File: config.mk
export PLATFORM = sky130hd
export DESIGN_NAME = bfm_queue
export DESIGN_NICKNAME = d
export VERILOG_FILES = /design/src/sv/bfm_queue.sv
export SDC_FILE = /design/constraint.sdc
export NUM_CORES = 1
export LEC_CHECK = 0
export BUFFER_PORTS_ARGS = -buffer_cell sky130_fd_sc_hd__buf_2
export CORE_AREA = 3 3 40 42
export DETAILED_ROUTE_END_ITERATION = 12
export DIE_AREA = 0 0 43 45
export MAX_ROUTING_LAYER = met4
export SLEW_MARGIN = 10
export SYNTH_ARGS = -nofsm -noshare
export SYNTH_HDL_FRONTEND = slang
export SYNTH_SLANG_ARGS = --single-unit
File: constraint.sdc
create_clock -name clk_i -period 1.05 [get_ports clk_i]
set_input_delay 0.1575 -clock clk_i [delete_from_list [all_inputs] [get_ports clk_i]]
set_output_delay 0.1575 -clock clk_i [all_outputs]
set_load 0.005 [all_outputs]
File: src/sv/bfm_queue.sv
// ----------------------------------------------------------------------------
// bfm_queue
// Two-entry queue of commands between the front and back parts.
// ----------------------------------------------------------------------------
`default_nettype none

module bfm_queue #(
  parameter type T = logic
) (
  input  wire  clk_i,
  input  wire  rst_ni,
  input  wire  push_i,
  input  T     push_data_i,
  output logic full_o,
  output logic pop_valid_o,
  input  wire  pop_i,
  output T     pop_data_o
);

  T           mem_q [2];
  logic [1:0] cnt_q, cnt_d;
  logic       wp_q, rp_q;

  assign full_o      = cnt_q == 2'd2;
  assign pop_valid_o = cnt_q != 2'd0;
  assign pop_data_o  = mem_q[rp_q];

  always_comb begin
    cnt_d = cnt_q;
    if (push_i && !(pop_i && pop_valid_o)) cnt_d = cnt_q + 2'd1;
    else if (!push_i && pop_i && pop_valid_o) cnt_d = cnt_q - 2'd1;
  end

  always_ff @(posedge clk_i or negedge rst_ni) begin
    if (!rst_ni) begin
      cnt_q <= 2'd0;
      wp_q  <= 1'b0;
      rp_q  <= 1'b0;
    end else begin
      cnt_q <= cnt_d;
      if (push_i) wp_q <= ~wp_q;
      if (pop_i && pop_valid_o) rp_q <= ~rp_q;
    end
  end

  always_ff @(posedge clk_i) begin
    if (push_i) mem_q[wp_q] <= push_data_i;
  end

endmodule

`default_nettype wire

==> results.txt <==
status = finished with violations
failing checks = setup timing
drt initial violations = 0
final setup fails = 3
Ys Warns = 0
Internal Power = 0.743 mW
Lkg Pwr = 0.199 nW
Mapped Area = 279 um2
Non-Filler Cell Area, Final = 420 um2
Synth Instances = 23
fillers = 135
r2r endpoint = cnt_q[0]
Worst setup EP type = output port
number of cell rows = 13
maxcap violations = 0
vias in the first global route = 206
worst clock skew = 4.60 ps
worst endpoint required time = 890 ps
Worst setup SP type = register
first-pass GRT wire length = 972 um
remaining antenna violation count = 0
Power per Cell Area = 2470 mW/mm2
#FFs+latches synth = 6
total grt overflow = 0
Sw Share = 28.6%
Post-synth top flop = dfrtp_1
dpl cell area = 333 um2
FF-to-FF setup slack = 40 ps
RSZ-0062 raised after global routing = yes
largest net degree at the start of global routing = 8
TritonCTS clock tree = done
asr flop ratio synth = 66.7%
Comb power frac = 41.9%
non-filler cells, final = 54
H-tree levels = 1
DRC viols = 0
layout cells sized above 1 = 43.6%
number of clock sinks = 6
commonest non-fill, non-tap cell in the layout = buf_2
number of placed instances, taps included = 45
Worst Hold Path Cells = 1
most frequent cells in the layout = 6 x buf_2, 4 x dfrtp_1, 3 x clkbuf_4, 3 x buf_6, 3 x buf_4
HP Class = primary input to register
full die area = 0.00194 mm2
Area contributors post-synth = dfrtp_1 36%, edfxtp_1 22%, xor2_1 6.3%
Seq pwr share = 37.7%
worst endpoint data arrival time = 1040 ps
Seq/Total Area, Yosys = 57.4%
GP Congestion = 0.617
Num CTS Buffers = 3
routed vias = 223
Synth Net Count = 28
Slew Viols, Final = 0
n_diodes = 0
worst skew pair latency = 240 ps
number of port buffers = 7
mean routed wirelength per cell = 10.8 um
WL final = 585 um
clock slew at reported path FFs = 50 ps
Sum Neg Setup Slack = -332 ps
crit path max fanout = 2
Relative slew margins = 89.6%
register area = 160 um2
R2R depth = 4
Initial Util = 21.7%
Die W = 43 um
drt pass-1 iters = 1
Final Cycle Share = 114%
reg-to-reg critical path startpoint = cnt_q[0]
sw power = 0.297 mW
initial antenna violation count = 0
Worst Tran Pin Value = 151 ps
Ports = 8
worst slack, placed = 89.3 ps
CTS Buffer Depth = 2
Final Util = 32.7%
Die Y = 45 um
area leader, netlist = dfrtp_1
Hold Path Origin = push_data_i
fmax = 834 MHz
DP HPWL = 377 um
overall routing resource usage = 8.04%
clock root cell = clkbuf_4
Multi-input gate area = 119 um2
Synth top area share = 35.9%
maximum vdd drop = 837 uV
Layout Nets = 46
distinct cell type count after synthesis = 15
number of flops mapped to enable cells by yosys = 2
area delta synth->final = 50.7%
via/cell ratio = 4.13
Setup CP Type = register to output port
Post-Syn Area per Cell = 12.1 um2
minimum clock period = 1200 ps
Hold EP = mem_q[1]
final hold viol count = 0
core region area = 0.00128 mm2
clock share of power = 20.4%
setup ws final = -149 ps
==> critical path, stage by stage, from the launching register on <==
cell	delay, ps
dfrtp_1	380
mux2_4	310
buf_6	110
==> cells by family (layout without fill, tap and decap cells) <==
logic type / after synthesis / count (layout) / synth area share [%]
AND/OR/NAND/NOR: 9 / 9 / 20.6
flip-flops: 6 / 6 / 57.4
XOR/XNOR: 3 / 3 / 9.42
AO/OA/AOI/OAI: 2 / 2 / 3.59
multiplexers: 2 / 2 / 7.62
buffers and inverters: 1 / 17 / 1.34
==> cell usage after synthesis, drive strengths merged (2+ instances only) <==
cell type and n:
a21oi 2, dfrtp 4, edfxtp 2, nand2 2, nor2b 2, xor2 2
==> registers in the layout, summed over array words and instances, names as in the netlist <==
signal	flops
cnt_q	2
mem_q	2
rp_q	1
wp_q	1
==> stage by stage <==
stage | hold slack [ps] | power (mW)
2_1_floorplan | -138 | 0.561
3_3_place_gp | -30.1 | 0.644
3_5_place_dp | -25.5 | 0.652
4_1_cts | 108 | 0.985
5_1_grt | 101 | 1.13
6_report | 115 | 1.04
==> area by class of cell <==
type                            count  share of cell area, %
Clock buffer                        3                   5.36
Inverter                            1                  0.893
Multi-Input combinational cell     16                   28.3
Sequential cell                     6                   38.1
Tap cell                           15                   4.46
Timing Repair Buffer               13                   22.9
==> layer usage <==
metal / routed length [um] / GRT usage (%)
met1: 265 / 8.87
met2: 259 / 9.88
met3: 45 / 3.59
met4: 15 / 9.04
met5: 0 / -
==> power by group through the flow <==
| stage | combinational (mW) | clock (mW) | sequential (mW) |
|---|---|---|---|
| floorplan | 0.169 | 0 | 0.392 |
| global placement | 0.233 | 0 | 0.412 |
| detailed placement | 0.238 | 0 | 0.414 |
| CTS | 0.371 | 0.226 | 0.387 |
| global route | 0.480 | 0.246 | 0.405 |
| finish | 0.436 | 0.212 | 0.392 |
==> how the worst max path moves through the flow <==
stage                         from          to  slack [ps]  cells after the start
after floorplan           cnt_q[0]        rp_q         140                      3
after global placement        rp_q  pop_data_o          90                      2
after detailed placement      rp_q  pop_data_o          90                      2
after CTS                     rp_q  pop_data_o        -150                      2
after global routing          rp_q  pop_data_o        -200                      2
final                         rp_q  pop_data_o        -150                      2
==> repair_timing <==
item,4_1_cts,5_1_grt
hold endpoints to repair,4,0
setup endpoints to repair,3,5
hold buffers,1,0
resized for setup,1,3
pin swaps,0,1
buffers inserted,4,1
Power figures use the tool's default switching activity.
