File: src/sv/bfm_pkg.sv
// ----------------------------------------------------------------------------
// bfm_pkg
// Types and constants shared by the bloom filter membership block.
// ----------------------------------------------------------------------------
`default_nettype none

package bfm_pkg;

  // operation codes of an input transaction, also used as command kinds
  localparam logic [1:0] OP_INSERT = 2'd0;
  localparam logic [1:0] OP_QUERY  = 2'd1;
  localparam logic [1:0] OP_LOAD   = 2'd2;
  localparam logic [1:0] OP_CLEAR  = 2'd3;

  // configuration register indexes
  localparam logic [1:0] REG_FILTER_BYTES = 2'd0;
  localparam logic [1:0] REG_HASH_COUNT   = 2'd1;
  localparam logic [1:0] REG_TWEAK        = 2'd2;

  // element length field, wide enough for the largest supported buffer
  localparam int unsigned LEN_W = 11;

  localparam logic [31:0] SEED_STEP  = 32'hfba4c795;
  localparam logic [5:0]  HASH_LIMIT = 6'd50;

  localparam logic [31:0] MM_C1 = 32'hcc9e2d51;
  localparam logic [31:0] MM_C2 = 32'h1b873593;
  localparam logic [31:0] MM_N  = 32'he6546b64;
  localparam logic [31:0] MM_F1 = 32'h85ebca6b;
  localparam logic [31:0] MM_F2 = 32'hc2b2ae35;

  typedef struct packed {
    logic [1:0]  operation;
    logic [7:0]  data_byte;
    logic        byte_valid;
    logic        last;
    logic [14:0] filter_index;
  } bfm_in_t;

  typedef struct packed {
    logic        found;
    logic [31:0] element_count;
    logic        item_too_long;
  } bfm_out_t;

  typedef struct packed {
    logic [15:0] filter_bytes;
    logic [5:0]  hash_count;
    logic [31:0] tweak;
  } bfm_cfg_t;

  // work handed from the front part to the back part
  typedef struct packed {
    logic [1:0]       kind;
    logic             too_long;
    logic [LEN_W-1:0] len;
    logic [14:0]      addr;
    logic [7:0]       data;
  } bfm_cmd_t;

  // back part status seen by the front part
  typedef struct packed {
    logic clearing;
    logic release_buf;
  } bfm_bstat_t;

endpackage

`default_nettype wire

File: src/sv/bfm_front.sv
// ----------------------------------------------------------------------------
// bfm_front
// Accepts input transactions, buffers element bytes and issues commands.
// ----------------------------------------------------------------------------
`default_nettype none

module bfm_front import bfm_pkg::*; #(
  parameter int unsigned MAX_ITEM_BYTES = 64
) (
  input  wire                                   clk_i,
  input  wire                                   rst_ni,
  input  wire                                   in_valid_i,
  output logic                                  in_ready_o,
  input  bfm_in_t                               in_data_i,
  input  bfm_bstat_t                            bstat_i,
  input  wire                                   q_full_i,
  output logic                                  q_push_o,
  output bfm_cmd_t                              q_cmd_o,
  input  wire  [$clog2(MAX_ITEM_BYTES)-1:0]     buf_raddr_i,
  output logic [7:0]                            buf_rdata_o
);

  localparam int unsigned AW = $clog2(MAX_ITEM_BYTES);
  localparam int unsigned LW = $clog2(MAX_ITEM_BYTES + 1);

  logic [7:0]    buf_mem [MAX_ITEM_BYTES];
  logic [LW-1:0] len_q, len_d;
  logic          ovf_q, ovf_d;
  logic          busy_q, busy_d;
  logic          accept, is_elem, room, buf_we;

  assign in_ready_o = !q_full_i && !busy_q && !bstat_i.clearing;
  assign accept     = in_valid_i && in_ready_o;
  assign is_elem    = in_data_i.operation == OP_INSERT || in_data_i.operation == OP_QUERY;
  assign room       = len_q < LW'(MAX_ITEM_BYTES);
  assign buf_we     = accept && is_elem && in_data_i.byte_valid && room;
  assign q_push_o   = accept && (!is_elem || in_data_i.last);

  always_comb begin
    len_d  = len_q;
    ovf_d  = ovf_q;
    busy_d = busy_q;
    if (bstat_i.release_buf) busy_d = 1'b0;
    if (accept && is_elem) begin
      if (in_data_i.byte_valid) begin
        if (room) len_d = len_q + 1'b1;
        else      ovf_d = 1'b1;
      end
      if (in_data_i.last) begin
        len_d  = '0;
        ovf_d  = 1'b0;
        busy_d = 1'b1;
      end
    end
  end

  always_comb begin
    q_cmd_o.kind     = in_data_i.operation;
    q_cmd_o.too_long = ovf_q || (in_data_i.byte_valid && !room);
    q_cmd_o.len      = LEN_W'(len_q + LW'(in_data_i.byte_valid && room));
    q_cmd_o.addr     = in_data_i.filter_index;
    q_cmd_o.data     = in_data_i.data_byte;
  end

  always_ff @(posedge clk_i or negedge rst_ni) begin
    if (!rst_ni) begin
      len_q  <= '0;
      ovf_q  <= 1'b0;
      busy_q <= 1'b0;
    end else begin
      len_q  <= len_d;
      ovf_q  <= ovf_d;
      busy_q <= busy_d;
    end
  end

  always_ff @(posedge clk_i) begin
    if (buf_we) buf_mem[len_q[AW-1:0]] <= in_data_i.data_byte;
    buf_rdata_o <= buf_mem[buf_raddr_i];
  end

endmodule

`default_nettype wire

File: config.mk
export PLATFORM = sky130hd
export DESIGN_NAME = bfm_front
export DESIGN_NICKNAME = d
export VERILOG_FILES = /design/src/sv/bfm_pkg.sv /design/src/sv/bfm_front.sv
export SDC_FILE = /design/constraint.sdc
export NUM_CORES = 1
export LEC_CHECK = 0
export BUFFER_PORTS_ARGS = -buffer_cell sky130_fd_sc_hd__clkbuf_2
export CAP_MARGIN = 20
export CORE_UTILIZATION = 40
export CTS_CLUSTER_SIZE = 12
export DETAILED_ROUTE_END_ITERATION = 7
export PLACE_DENSITY = 0.6
export SLEW_MARGIN = 20
export SYNTH_ARGS = -nofsm -noshare
export SYNTH_HDL_FRONTEND = slang
export SYNTH_SLANG_ARGS = --single-unit
export TNS_END_PERCENT = 10
File: constraint.sdc
create_clock -name clk_i -period 4.8 [get_ports clk_i]
set_input_delay 0 -clock clk_i [delete_from_list [all_inputs] [get_ports clk_i]]
set_output_delay 0 -clock clk_i [all_outputs]
set_load 0.005 [all_outputs]
==> flow_summary_export.csv, run 1 <==
group,metric,value,unit
drt,drc_errors,0,
worst_setup_path,endpoint_kind,"flop",
logic_synthesis,avgSynthCellArea,20.7,um2
timing,drv_slew,0,
worst_setup_path,worst_setup_path_start_kind,"flop",
worst_hold_path,hp-class,"input pin to output port",
die,ios,86,
layout,layout-drive-gt1-share,25.7,%
place,dp_hpwl,28.8,mm
logic_synthesis,synth_edf_count,512,
layout,final_util,45.7,%
logic_synthesis,ys_seq_area_share,75.5,%
worst_setup_path,crit_fanout,8,
die,start_util,40.6,%
logic_synthesis,synthFlopType,"edfxtp_1",
power_and_ir_drop,p_leak,0.00743,uW
power_and_ir_drop,vdd_drop_max,0.265,mV
place,dp_worst_setup_slack,1.72,ns
layout,layout.nets,1106,
clock_network,cts_setup_buffers,0,
logic_synthesis,syn-instance-count,1009,
grt,grt_pass1_vias,10174,
layout,seq_area,15800,um2
clock_network,cts_buffers,54,
clock_network,cts_sinks,529,
timing,finClkSkew,0.0185,ns
drt,post_drt_wl_per_cell,27.2,um
logic_synthesis,synthesis.area,20900,um2
power_and_ir_drop,swShare,21.4,%
place,dpl-instance-area,21700,um2
timing,final.setup.worst_slack,1.73,ns
status,status,"finished, final reports clean",
logic_synthesis,ys_async_sr_fraction,1.70,%
worst_setup_path,worstPathArrival,3.30,ns
power_and_ir_drop,p_per_area,412,nW/um2
die,fp.dieH,230,um
drt,drt-total-wl,48.5,mm
power_and_ir_drop,p_comb_share,5.8,%
clock_network,cts-root-buf,"clkbuf_16",
grt,grt_pass1_wl,71.6,mm
timing,slew_headroom,29.2,%
die,die_x,230,um
drt,ant_nets,0,
timing,rsz0062_at_grt,"no",
timing,fin_crit_sh,63.9,%
layout,diodes,0,
power_and_ir_drop,power.share.clock,41.1,%
clock_network,cts_tree,"yes",
grt,grtUsageTotal,18.7,%
clock_network,insertion_delay,0.60,ns
timing,fmax,0.326,GHz
clock_network,cts_buffer_depth,3,
drt,via_per_inst,5.60,
logic_synthesis,ys_ff_latch,529,
die,coreArea,51400,um2
timing,setup-violations-final,0,
timing,hold_viol_final,0,
run,maxCapViolations,0,
layout,syn_to_final_growth,12.4,%
timing,whs,0.00000177,ns
drt,drt_iter0_drc,1092,
place,portBuffers,50,
worst_setup_path,cp.required,5.03,ns
grt,grt_overflow,0,
clock_network,ctsResizeCount,0,
drt,first_pass_iters,5,
logic_synthesis,synthDistinctLibCells,49,
drt,num_vias,9996,
power_and_ir_drop,power.internal,7600,uW
grt,grt_max_degree,87,
clock_network,cts_htree_levels,2,
timing,tns,0,ns
grt,antenna_found_initial,0,
die,dieArea,53100,um2
timing,max_slew.worst_pin.slew,1.03,ns
timing,period_minus_slack,3.07,ns
clock_network,clk_pin_slew,0.06,ns
worst_setup_path,path_class,"flop to flop",
layout,design_area,23500,um2
logic_synthesis,yosys_warnings,0,
power_and_ir_drop,seqPwrFrac,53.1,%
power_and_ir_drop,p_sw,2070,uW
die,num_rows,83,
layout,multi_input_area,4640,um2
place,place_congestion,0.800,
layout,fillers,4247,
==> metal layers <==
layer  part of all wire (%)  global-route usage, %
met1                     44                   27.5
met2                     46                   28.2
met3                    6.7                   3.04
met4                    3.2                   7.00
met5                      0                      0
==> through the flow <==
stage | std cells | power [uW]
finish | 1786 | 9670
global route | 1786 | 9930
CTS | 1786 | 9740
detailed placement | 1674 | 5790
global placement | 1674 | 5790
floorplan | 1011 | 5540
==> final timing paths <==
kind                              startpoint              to  slack (ns)  cells past startpoint
worst max-delay path                  busy_q  buf_mem[61][4]        1.73                      4
worst min-delay path            in_data_i[5]     q_cmd_o[13]    0.000002                      0
worst max register to register        busy_q  buf_mem[61][4]        1.73                      4
worst min register to register         ovf_q           ovf_q        0.54                      2
max in group asynchronous             rst_ni        len_q[1]        4.06                      3
min in group asynchronous             rst_ni           ovf_q        0.43                      3
==> synthesized netlist by cell type (all sizes together) (3+ instances only) <==
master | instances | share of area, %
ha | 3 | 0.18
xor2 | 3 | 0.13
clkbuf | 16 | 0.29
dfxtp | 8 | 0.77
mux2i | 35 | 1.7
a221oi | 4 | 0.17
mux2 | 14 | 0.76
o221ai | 7 | 0.29
o21ai | 11 | 0.26
nand3 | 8 | 0.28
a22oi | 5 | 0.18
mux4 | 128 | 14
nand4 | 3 | 0.090
o211ai | 5 | 0.18
dfrtp | 9 | 1.1
o21a | 3 | 0.11
buf | 64 | 1.9
nor2 | 83 | 1.5
a21oi | 8 | 0.19
edfxtp | 512 | 74
o22ai | 15 | 0.45
nor3 | 7 | 0.22
xnor2 | 3 | 0.13
inv | 6 | 0.11
a221o | 5 | 0.24
o31a | 4 | 0.17
nand2 | 22 | 0.50
==> kinds of logic after synthesis <==
family,synth area share (%)
simple gates,3.18
fa+ha+maj,0.180
mux,16.2
xor+xnor,0.252
flops,75.5
compound gates,2.33
buf+inv,2.32
other cells,0.0180
==> area by class of cell <==
cell class	count	area share, %
repair buffers	77	2.27
flip-flops and latches	529	67.1
clock buffers	86	6.75
inverters	6	0.0960
multi-input cells	396	19.8
well taps	680	3.62
clock inverters	12	0.336
==> registers in the layout, indices dropped and copies added (netlist names) <==
register / cells
busy_q: 1
buf_rdata_o: 8
ovf_q: 1
buf_mem: 512
len_q: 7
==> power groups by stage <==
| stage | sequential, uW | clock (uW) | combinational, uW |
|---|---|---|---|
| after CTS | 5130 | 4040 | 577 |
| after detailed placement | 5230 | 0 | 565 |
| final | 5130 | 3980 | 564 |
| after global placement | 5230 | 0 | 566 |
| after floorplan | 5190 | 0 | 351 |
| after global routing | 5130 | 4190 | 606 |
==> repair_timing <==
| item | 4_1_cts | 5_1_grt |
|---|---|---|
| endpoints found under the hold margin | 38 | 0 |
| hold buffers | 14 | 0 |
| endpoints found under the setup margin | 0 | 0 |
==> worst max-delay path: stages (launching register included) <==
cell     delay (ns)
dfrtp_1        0.39
or4b_4         0.56
nor4b_4        0.35
nand2_1        0.63
nor2_1         0.78
==> cell usage in the layout, fill, tap and decap left out, drive strengths merged, types with 11 or more instances in the layout <==
master and instances:
edfxtp 512, clkbuf 131, mux4 128, nor2 83
mux2i 35, nand2 22, buf 18, o22ai 15
mux2 14, dlygate4sd3 14, o21ai 11, clkinv 11
Note: power is estimated with default switching activity, not from simulation.
==> run 2, diff against run 1 <==
- PLACE_DENSITY: 0.6 -> 0.62
- clock period: 4.8 -> 2.8 ns (I/O delays scaled with it)
==> run 2 against run 1 <==
  * First-iteration DRC count grew 11%
  * Sequential cell count is the same
  * Non-clock buffer count up 110
  * Count of clock-buffer cells in the layout shrank 2
  * Global-route usage barely moved
  * Clock power increased by 73%
  * Final area increased by 3.8%
  * Clock skew decreased by 0.0071 ns
  * Critical path depth increased by 1
  * Cell count increased by 6.0%
==> flow_summary_export.csv, run 2 (same netlist as run 1, synthesis figures left out) <==
group,metric,value,unit
die,start_util,40.6,%
timing,whs,0.00000177,ns
timing,fmax,0.386,GHz
timing,fin_crit_sh,92.5,%
clock_network,cts_buffers,54,
layout,diodes,0,
clock_network,cts_sinks,529,
layout,final_util,47.4,%
layout,layout.nets,1216,
place,dp_hpwl,31.5,mm
grt,grtUsageTotal,18.7,%
worst_setup_path,crit_fanout,1,
timing,final.setup.worst_slack,0.211,ns
grt,grt_pass1_wl,71.9,mm
worst_setup_path,crit_chain,"mux4_2, mux4_2, o211ai_1, o21ai_0, dlygate4sd3_1",
worst_hold_path,hp-class,"input pin to output port",
drt,num_vias,10366,
timing,setup-violations-final,0,
die,fp.dieH,230,um
drt,via_per_inst,5.48,
timing,drv_slew,0,
die,die_x,230,um
layout,seq_area,15800,um2
clock_network,ctsResizeCount,0,
clock_network,cts_tree,"yes",
timing,finClkSkew,0.0114,ns
worst_setup_path,slowest_delay,0.57,ns
clock_network,clk_pin_slew,0.06,ns
power_and_ir_drop,p_per_area,685,nW/um2
timing,period_minus_slack,2.59,ns
layout,final_cell_mix,"edfxtp_1, mux4_2, buf_4",
layout,multi_input_area,4640,um2
run,maxCapViolations,0,
place,place_congestion,0.874,
place,portBuffers,50,
timing,hold_viol_final,0,
grt,grt_pass1_vias,10663,
drt,ant_nets,0,
clock_network,cts-root-buf,"clkbuf_16",
die,num_rows,83,
worst_setup_path,cp.required,3.29,ns
worst_setup_path,cp_common_cell,"mux4_2",
status,status,"finished, final reports clean",
power_and_ir_drop,p_leak,0.00803,uW
worst_setup_path,cp_slowest_cell,"dlygate4sd3_1",
clock_network,cts_buffer_depth,3,
worst_setup_path,endpoint_kind,"flop",
timing,tns,0,ns
grt,grt_overflow,0,
layout,fillers,4215,
layout,final_common_cell,"edfxtp_1",
worst_setup_path,r2r_slack,0.21,ns
die,dieArea,53100,um2
worst_setup_path,worst_setup_path_start_kind,"flop",
clock_network,cts_htree_levels,2,
grt,antenna_found_initial,0,
worst_setup_path,path_class,"flop to flop",
place,dp_worst_setup_slack,0.341,ns
drt,first_pass_iters,5,
grt,grt_max_degree,41,
die,ios,86,
timing,rsz0062_at_grt,"no",
drt,drt-total-wl,48.6,mm
clock_network,insertion_delay,0.60,ns
power_and_ir_drop,vdd_drop_max,0.427,mV
layout,layout-drive-gt1-share,32.4,%
timing,slew_headroom,48.7,%
drt,drc_errors,0,
worst_setup_path,worstPathArrival,3.08,ns
timing,max_slew.worst_pin.slew,0.770,ns
drt,post_drt_wl_per_cell,25.7,um
die,coreArea,51400,um2
layout,syn_to_final_growth,16.7,%
drt,drt_iter0_drc,1217,
layout,largest_reg_flops,512,
[run 2: worst paths after layout]
path	start	endpoint	depth (start not counted)
setup / recovery	buf_mem[55][3]	buf_rdata_o[3]	5
hold / removal	in_data_i[13]	q_cmd_o[21]	0
setup reg to reg	buf_mem[55][3]	buf_rdata_o[3]	5
hold reg to reg	ovf_q	ovf_q	2
max in group asynchronous	rst_ni	ovf_q	3
min in group asynchronous	rst_ni	len_q[6]	3
[run 2: layout make-up]
class | count | area share [%]
clock buffer | 84 | 6.44
inverter | 6 | 0.0924
timing repair buffer | 187 | 5.81
multi-input combinational | 396 | 19.0
clock inverter | 11 | 0.421
tap | 680 | 3.49
sequential | 529 | 64.7
[run 2: critical path, delay by kind of cell, from the launching register on]
family,cells,cell delay [ns]
AOI/OAI and AO/OA,2,0.48
buffers and inverters,1,0.57
DFF,1,0.37
muxes,2,1.06
[run 2: through the flow]
step / power (uW) / instance area, um2 / cells
detailed placement: 9970 / 22600 / 1784
finish: 16700 / 24400 / 1893
global placement: 9960 / 22600 / 1784
CTS: 16800 / 24400 / 1893
floorplan: 9500 / 20900 / 1011
global route: 17200 / 24400 / 1893
[run 2: where the power goes]
part / total (uW) / internal, uW / switching [uW]
clock: 6870 / 4000 / 2870
combinational: 1050 / 422 / 624
sequential: 8780 / 8710 / 63.5
total: 16700 / 13100 / 3560
[run 2: routing by layer]
metal,vias up,GRT usage [%],wire [um]
met3,80,3.24,3610
met4,0,6.15,1290
met1,5427,26.9,20700
li1,4444,-,-
met2,415,29.1,23000
met5,-,0,0
[run 2: what timing repair did]
action | 4_1_cts | 5_1_grt
endpoints found under the hold margin | 76 | 0
buffers inserted | 0 | 0
hold buffers | 14 | 0
